File: config.mk
export PLATFORM = sky130hd
export DESIGN_NAME = peus_ram
export DESIGN_NICKNAME = d
export VERILOG_FILES = /design/src/design/peus_ram.sv
export SDC_FILE = /design/constraint.sdc
export NUM_CORES = 2
export LEC_CHECK = 0
export ABC_AREA = 0
export BUFFER_PORTS_ARGS = -buffer_cell sky130_fd_sc_hd__buf_2
export CAP_MARGIN = 5
export CELL_PAD_IN_SITES_DETAIL_PLACEMENT = 1
export CELL_PAD_IN_SITES_GLOBAL_PLACEMENT = 1
export CORE_MARGIN = 2
export CORE_UTILIZATION = 56
export CTS_CLUSTER_SIZE = 24
export DETAILED_ROUTE_END_ITERATION = 12
export PLACE_DENSITY = 0.78
export SETUP_SLACK_MARGIN = 0.3
export SLEW_MARGIN = 25
export SYNTH_ARGS = -nofsm -noshare
export SYNTH_HDL_FRONTEND = slang
export SYNTH_SLANG_ARGS = --single-unit
File: constraint.sdc
create_clock -name i_clk -period 11.6 [get_ports i_clk]
set_input_delay 1.74 -clock i_clk [delete_from_list [all_inputs] [get_ports i_clk]]
set_output_delay 1.74 -clock i_clk [all_outputs]
set_load 0.005 [all_outputs]
File: src/design/peus_ram.sv
module peus_ram #(
    parameter int WIDTH = 32,
    parameter int DEPTH = 64,
    localparam int AW = (DEPTH > 1) ? $clog2(DEPTH) : 1
) (
    input  logic             i_clk,
    input  logic             i_we,
    input  logic [AW-1:0]    i_waddr,
    input  logic [WIDTH-1:0] i_wdata,
    input  logic             i_re,
    input  logic [AW-1:0]    i_raddr,
    output logic [WIDTH-1:0] o_rdata
);

    logic [WIDTH-1:0] r_mem [DEPTH];
    logic [WIDTH-1:0] r_rdata;

    always_ff @(posedge i_clk) begin
        if (i_we) begin
            r_mem[i_waddr] <= i_wdata;
        end
        if (i_re) begin
            r_rdata <= r_mem[i_raddr];
        end
    end

    assign o_rdata = r_rdata;

endmodule

Yosys cells after proc, flatten, opt, wreduce, memory -nomap -nowiden
Memory sizes are Yosys's and may differ from the RTL's. A register that Yosys moved wholly into a read port is not among the register bits.
Index checks and enable logic that the tools add are counted.
- bits of input ports: 47
- register bits: 0
- output and inout bits: 32
- memories kept: 1
- memory bits (writable): 2048
- word-level logic and storage cells: 3
- mux-type cells: 2
- memories (memory ; words ; width ; read ports ; clocked after Yosys merged registers in ; write ports ; line ; RTL):
    r_mem ; 64 ; 32 ; 1 ; 1 ; 1 ; 15 ; logic [WIDTH-1:0] r_mem [DEPTH];
- operators by type and width (kind ; count):
    2-to-1 mux 1 bit ; 2

Depth between registers and ports, before layout
- depth in word-level cells: 2
- mapped depth: 10
- depth with buffers taken out: 5

Least setup slack after synthesis
No wires, ideal clock.
- path kind: input -> register
- from: input port i_waddr[3]
- to: memory r_mem[48][0] (enable)
- setup time: 0.461 ns
- slack: 6.700 ns
- required time: 11.139 ns
- arrival time: 4.439 ns
- cell stages on the path: 4
- path buffers: 1
- cell sequence: clkbuf_1 -> nor2b_1 -> nand4b_1 -> nor3_1
- RTL lines (element ; line ; RTL):
    from (decl) ; 8 ; input logic [AW-1:0] i_waddr,
    to (decl) ; 15 ;
Straight into the memory's write port.

==> run metrics <==
VDD IR-drop max=0.1331 mV; synthesized netlist cell count=3324; end-of-flow core utilization=0.6319; Hold Violations, Final=0; Die ar.=143800 um2; NetSw=3.190 mW; clock transition at the registers of the reported paths=0.06 ns; Layout Nets=3567; final WL=205.3 mm; Num CTS Buffers=199; Final setup viols=0; GR Util All Layers=0.2937; GPL Wtd Cong=0.8271; initial antenna violation count=12; H-tree levels=4; IO Pins=79; cell area after synthesis=78840 um2; Syn Area/Cell=23.72 um2; crit-path cells=buf_8 > buf_4 > buf_4 > nand2_1 > o22ai_1 > nor2_1 > a21oi_1 > nor2_1; DRC viols=0; post-route minimum period=5.116 ns; clk_lat worst skew=0.82 ns; vias in the first global route=40130; #FFs+latches synth=2080; WL per Instance=36.94 um; Clk pwr share=0.407; Logic pwr share=0.047; Detailed Place HPWL=111.6 mm; CP Launch Type=input port; switch share=0.2083; outcome=finished clean; unrepaired setup endpoints after global routing=no; via count=38130; Max Clock Freq=0.1955 GHz; worst hold path class=flop to flop; count leader, synth=edfxtp_1; Slew Viols, Final=0; global-route wire length before repair=294.3 mm; setup bufs post-CTS=0; commonest cells in the netlist=edfxtp_1 (2080), mux4_2 (544), nor2_1 (137), mux2i_1 (93), o22ai_1 (84); sequential share of the synthesized area=0.7923; TritonCTS clock tree=yes; CP arrival=5.67 ns; Synth top area share=0.7923; buffers and inverters on the worst path=3; share of layout cells above drive strength 1=0.2846; Netlist cell types=33; clock root buffer=clkbuf_16; Critical Path RT=12.16 ns; top post-synthesis cells by area=edfxtp_1 (79%), mux4_2 (16%), mux2i_1 (1.2%); slew margin rel.=0.3100; overall die height=379.2 um; Core ar.=139700 um2; setup TNS=0 ns; Routed Antenna Nets=0; pin count of the biggest net entering global routing=127; clock sinks=2080; crit-path max FO=66; Overflow after GRT=0; ys flop type=edfxtp_1; Crit Path Class=input port to flop; Leak=27.32 nW; Mapped Nets=3371; DR pass1 iterations=5; synth warn=0; clock skew=0.02548 ns; Die X=379.2 um; CTS max path bufs=3; initial DRC count=5084; Initial Util=0.5643; Site Rows=137; IO buf count=78; worst slew pin tran=1.029 ns; Yosys top cell by area=edfxtp_1; max cap viols=0; Tcrit/Tclk final=0.4410; Layout area overhead=11.99%; Slowest cell on crit path=buf_4; P_int=12.13 mW; Via density=6.864; EDFF count, synth=2080; Worst setup EP type=flop; Async S/R FF share, synth=0; power density over the cells=173.5 nW/um2; cts hold-fix bufs=0; Reg power frac=0.547; post-cts sizing count=0; slowest stage delay, CP=0.90 ns; Worst path top cell family by delay=buffers and inverters
registers in the layout, indices dropped and copies added (netlist names):
signal	flops
r_mem	2048
o_rdata	32
cell usage in the layout (no fill, tap or decap), drive strengths merged, types with 3 or more instances in the layout:
cell / n
or2: 3
clkinv: 84
a21oi: 62
edfxtp: 2080
inv: 7
bufinv: 13
nand3: 5
o22ai: 84
a22oi: 12
nand3b: 5
clkbuf: 255
or3b: 5
o221ai: 27
a311oi: 8
and3: 4
a41o: 4
nand2b: 8
nor2b: 15
mux2i: 93
nor2: 137
or3: 3
buf: 177
o32ai: 4
mux4: 544
nand2: 26
nor3: 7
cells by family after synthesis:
kind of cell           share of synthesized area
AOI/OAI and AO/OA                        0.01666
muxes                                     0.1672
DFF                                       0.7923
buffers and inverters                    0.01124
and+or+nand+nor                          0.01260
per-layer routing:
layer | global-route usage | vias to the layer above | routed length, um
met3 | 0.05691 | 457 | 19910
met4 | 0.1037 | 16 | 6985
li1 | - | 14680 | -
met5 | 0 | - | 121
met2 | 0.4735 | 2474 | 101500
met1 | 0.4069 | 20510 | 76780
metrics by stage:
step,worst slack [ns],std cells,area (um2),hold slack (ns),power (mW)
finish,6.484,5556,88280,0.9062,15.32
global route,6.234,5555,88280,0.9957,15.67
CTS,6.221,5554,88170,0.9169,15.39
detailed placement,5.424,5194,81980,0.8994,9.243
global placement,5.668,5193,81960,0.8860,9.195
floorplan,6.700,3324,78840,0.7502,8.915
power groups by stage:
stage                     Combinational [mW]  Sequential [mW]  Clock (mW)
after floorplan                        0.405             8.51           0
after global placement                 0.669             8.53           0
after detailed placement               0.708             8.53           0
after CTS                              0.713             8.38        6.30
after global routing                   0.753             8.37        6.54
final                                  0.713             8.38        6.23
tightest hold or removal path, cell delays in order (launching register included):
cell and delay [ns]:
edfxtp_1 0.32, mux2i_1 0.06, nand2_1 0.09, a311oi_1 0.11
nor3_1 0.19
final timing paths:
path	start	end	slack, ns	depth (start not counted)
setup / recovery	i_raddr[2]	o_rdata[23]	6.48	8
hold / removal	r_mem[28][17]	o_rdata[17]	0.91	4
setup reg to reg	r_mem[15][29]	o_rdata[29]	9.14	4
hold reg to reg	r_mem[28][17]	o_rdata[17]	0.91	4
layout make-up:
type / count / area, um2
sequential: 2080 / 62460
fill: 10930 / 51420
multi-input combinational: 1062 / 15970
clock buffer: 255 / 5339
tap: 1876 / 2347
timing repair buffer: 177 / 1323
clock inverter: 105 / 845.8
antenna: 1 / 2.502
Power figures use the tool's default switching activity.
