==> src/design/peus_pkg.sv <==
package peus_pkg;

    localparam int MAX_PARTICLES_DEF = 64;
    localparam logic [31:0] MAX_AGE_RESET = 32'h0064_0000;   // 100.0 in Q16.16

    localparam logic [1:0] FUNC_SPAWN = 2'd0;
    localparam logic [1:0] FUNC_TICK  = 2'd1;
    localparam logic [1:0] FUNC_CLEAR = 2'd2;

    localparam logic STATUS_DONE    = 1'b0;
    localparam logic STATUS_DROPPED = 1'b1;

    typedef struct packed {
        logic [1:0]         func;
        logic signed [31:0] spawn_x;
        logic signed [31:0] spawn_y;
        logic signed [31:0] spawn_z;
        logic signed [31:0] spawn_vx;
        logic signed [31:0] spawn_vy;
        logic signed [31:0] spawn_vz;
        logic [31:0]        time_step;
    } t_in_req;

    typedef struct packed {
        logic               status;
        logic [6:0]         live_count;
        logic signed [31:0] out_x;
        logic signed [31:0] out_y;
        logic signed [31:0] out_z;
        logic               position_valid;
        logic               last;
    } t_out_res;

    // one stored particle, kept as a single memory word
    typedef struct packed {
        logic [31:0] age;
        logic [31:0] vx;
        logic [31:0] vy;
        logic [31:0] vz;
        logic [31:0] px;
        logic [31:0] py;
        logic [31:0] pz;
    } t_part;

endpackage

==> src/design/peus_mul.sv <==
module peus_mul
    import peus_pkg::*;
(
    input  logic        i_clk,
    input  logic [31:0] i_vel,
    input  logic [31:0] i_step,
    output logic [31:0] o_move
);

    // signed velocity times unsigned step; bits 47:16 are the floored Q16.16 move
    logic signed [65:0] w_prod;
    logic [31:0]        r_move;

    assign w_prod = $signed({i_vel[31], i_vel}) * $signed({1'b0, i_step});

    always_ff @(posedge i_clk) begin
        r_move <= w_prod[47:16];
    end

    assign o_move = r_move;

endmodule
==> config.mk <==
export PLATFORM = sky130hd
export DESIGN_NAME = peus_mul
export DESIGN_NICKNAME = d
export VERILOG_FILES = /design/src/design/peus_pkg.sv /design/src/design/peus_mul.sv
export SDC_FILE = /design/constraint.sdc
export NUM_CORES = 2
export LEC_CHECK = 0
export ABC_AREA = 1
export BUFFER_PORTS_ARGS = -buffer_cell sky130_fd_sc_hd__buf_2
export CAP_MARGIN = 10
export CORE_UTILIZATION = 60
export DETAILED_ROUTE_END_ITERATION = 16
export PLACE_DENSITY = 0.77
export SLEW_MARGIN = 15
export SYNTH_ARGS = -nofsm -noshare
export SYNTH_HDL_FRONTEND = slang
export SYNTH_SLANG_ARGS = --single-unit
==> constraint.sdc <==
create_clock -name i_clk -period 9.36 [get_ports i_clk]
set_input_delay 2.34 -clock i_clk [delete_from_list [all_inputs] [get_ports i_clk]]
set_output_delay 2.34 -clock i_clk [all_outputs]
set_load 0.05 [all_outputs]
**After elaboration in Yosys (flattened, before gate mapping)**

Cells that the tools add are included.

- Multiply operators: 1

Operators by type and width:

| cell | count |
|---|---|
| $mul 32x33->48 | 1 |

- Flip-flop bits (word level): 32
- Output and inout port bits: 32
- Input port bits: 65
- Logic and storage cells: 2

**Longest topological paths before layout**

- Depth in word-level cells: 1
- Depth in mapped cells: 32

**Worst setup path before layout**

No wires, ideal clock.

- Path kind: in2reg
- From: in i_step[18]
- To: reg r_move[15] (netlist: o_move[15])
- Stages: 26
- Library setup time: 0.112 ns
- Arrival: 8.257 ns
- Path slack: 0.990 ns
- Cell sequence: clkbuf_1 clkbuf_1 nand2_1 inv_1 fa_1 fa_1 inv_1 fa_1 fa_1 inv_1 fa_1 fa_1 fa_1 inv_1 fa_1 inv_1 ha_1 nand2_1 nor2_1 nand2_1 nor3_1 nand2_1 nand2_1 nand2_1 nand3_1 nand2_1

- Longest elaborated chain between the ends: 1

RTL lines:

| what | RTL line | text |
|---|---|---|
| start, declared | peus_mul.sv:6 | `input logic [31:0] i_step,` |
| $mul 32x33->48 | peus_mul.sv:14 | `assign w_prod = $signed({i_vel[31], i_vel}) * $signed({1'b0, i_step});` |
| net w_prod[31] | peus_mul.sv:11 | `logic signed [65:0] w_prod;` |
| end signal, assigned | peus_mul.sv:17 | `r_move <= w_prod[47:16];` |
| end, declared | peus_mul.sv:12 | `logic [31:0] r_move;` |

The timed path passes the listed nets, and every way through them passes these cells.

**Worst setup path after layout**

- From: in i_step[21]
- To: reg r_move[15] (netlist: o_move[15])

Same word-level chain as after synthesis.

==> reports/qor.csv <==
metric,value,unit
Die ar.,52140,µm²
Yosys reg bits,32,
max_cap viols,0,
die width,228.3,µm
slowest CP cell,fa_1,
hold buffer count at CTS,0,
drt pass-1 iters,6,
Levels on crit path,26,
"CTS clk-pin slew, worst paths",0.05,ns
adder-cell area share of the yosys netlist,0.5886,
wire length per cell,17.25,µm
Detail Route Antenna Nets,0,
initial core utilization,0.6102,
Fin. Hold Viols,0,
cell with the most instances on the worst path,fa_1,
GRT Overall Usage,0.3400,
postcts setup bufs,0,
vias in the first global route,26860,
Critical Path End,o_move[15],
largest family of logic cells by synthesized area,adder cells,
sequential area share after synthesis,0.02084,
delay of the slowest cell on the worst path,0.54,ns
CP Max Fanout,14,
Synth warnings,0,
DPL Wire Length,69920,µm
period utilization,0.9494,
run status,finished clean,
Clock Tree Root,clkbuf_16,
DRC viols,0,
post_cts resized,0,
Vias,24630,
"CP delay by family, top",adder cells,
Crit. End Element,flip-flop,
Sink Count,32,
FP Rows,82,
Die Span Y,228.3,µm
CTS HTree Levels,2,
first-pass GRT wire length,138000,µm
Largest register FFs,32,
Synth Area in XOR/XNOR,0.005984,
Main synth FF type,dfxtp_1,
unrepaired setup endpoints after global routing,false,
TritonCTS clock tree,built,
TritonCTS buffer count,5,
Synth Area in Simple Gates,0.1631,
min cycle time layout,8.887,ns
Async SR Flop Fraction,0,
Top-Level Pins,97,
"commonest non-fill, non-tap cells in the layout","inv_1, nand2_1, fa_1",
largest net degree at the start of global routing,33,
CTS max path bufs,2,
Pins Over Slew Limit,0,
ranking of synthesized cells by area,"fa_1, inv_1, nand2_1",
Slew @ Worst Pin,0.8504,ns
grt ovf,0,
area grow syn2layout,5.104,%
fmax,112.5,MHz
DR iter-0 viols,1932,
crit path DAT,9.05,ns
Final Core Density,0.6413,
total routed wirelength,82320,µm
Syn Inst Count,4079,
Buffers & Inverters on Critical Path,7,
WP data required,9.52,ns
syn nets,5122,
GPL Wtd Cong,0.9720,
area fraction of the dominant cell type after synthesis,0.5080,
CP startpoint kind,input pin,
PortBufs,96,
via/cell ratio,5.160,
Slew headroom,0.4330,
share of layout cells above drive strength 1,0.04951,
Layout Nets,5142,
antenna violations before repair,2,
Critical Path Source,i_step[21],
Final setup viols,0,
Synth Area in Compound Gates,0.02178,
setup tns final,0,ns
core area,50380,µm²
Hold Path Class,flip-flop to output port,
"commonest non-fill, non-tap cell in the layout",inv_1,
Syn Std Cell Area,30740,µm²
top cell type by total area after synthesis,fa_1,
Synth Area per Inst,7.536,µm²
number of library cell types mapped by synthesis,30,
post-synthesis mux area share,0,
Setup CP Type,input pin to flip-flop,
"EDFF count, synth",0,
[per-stage QoR]
stage / instances / hold slack, ns / instance area [µm²] / setup WS [ns]
after detailed placement: 4764 / 2.811 / 32120 / 0.2931
after floorplan: 4079 / 2.780 / 30740 / 0.9904
after CTS: 4772 / 3.106 / 32300 / 0.5502
after global routing: 4773 / 3.111 / 32310 / 0.2137
final: 4773 / 3.101 / 32310 / 0.4733
after global placement: 4764 / 2.812 / 32120 / 0.2762
[cells in the mapped netlist, types with 4 or more instances]
master       n
buf_2       10
or2_2        5
a21o_1       7
fa_1       780
dfxtp_1     32
nor2_1      98
buf_1       22
a31oi_1      4
nand4_1     10
nand2_1   1110
o21a_1       9
nand3_1     57
clkbuf_1   144
nor3_1      17
xor2_1      16
o21ai_0     29
a21boi_0     4
a21oi_1     52
xnor2_1      5
ha_1       198
o21bai_1     5
inv_1     1456
[logic make-up (layout without fill, tap and decap cells)]
| kind of cell | after synthesis | after routing |
|---|---|---|
| adders and majority gates | 978 | 978 |
| and+or+nand+nor | 1299 | 1299 |
| buffers and inverters | 1632 | 1653 |
| xor gates and xnor gates | 21 | 21 |
| AOI/OAI and AO/OA | 117 | 117 |
| other | 0 | 1 |
| DFF | 32 | 32 |
[worst min-delay path by stage]
stage / depth (start not counted) / to / startpoint
finish: 1 / o_move[8] / o_move[8]
global route: 1 / o_move[8] / o_move[8]
CTS: 1 / o_move[8] / o_move[8]
detailed placement: 1 / o_move[2] / o_move[2]
global placement: 1 / o_move[2] / o_move[2]
floorplan: 0 / o_move[0] / o_move[0]
[per-layer routing]
layer  share of wire  vias up  global-route usage
met3           0.077      318             0.04516
met1            0.35    12110              0.4033
li1                -    11090                   -
met4           0.069        2              0.1951
met2            0.50     1108              0.5949
met5         0.00022        -                   0
[cell type report]
| class | count | area [µm²] |
|---|---|---|
| Tap cell | 672 | 840.8 |
| Inverter | 1456 | 5465 |
| Clock buffer | 7 | 152.6 |
| Sequential cell | 32 | 640.6 |
| Fill cell | 4407 | 18070 |
| Multi-Input combinational cell | 2415 | 23960 |
| Antenna cell | 1 | 2.502 |
| Timing Repair Buffer | 189 | 1216 |
| Clock inverter | 1 | 30.03 |
Power is left out: the tool's default activity adds up to more than one toggle a clock period on the data nets, which glitch-free logic cannot reach.
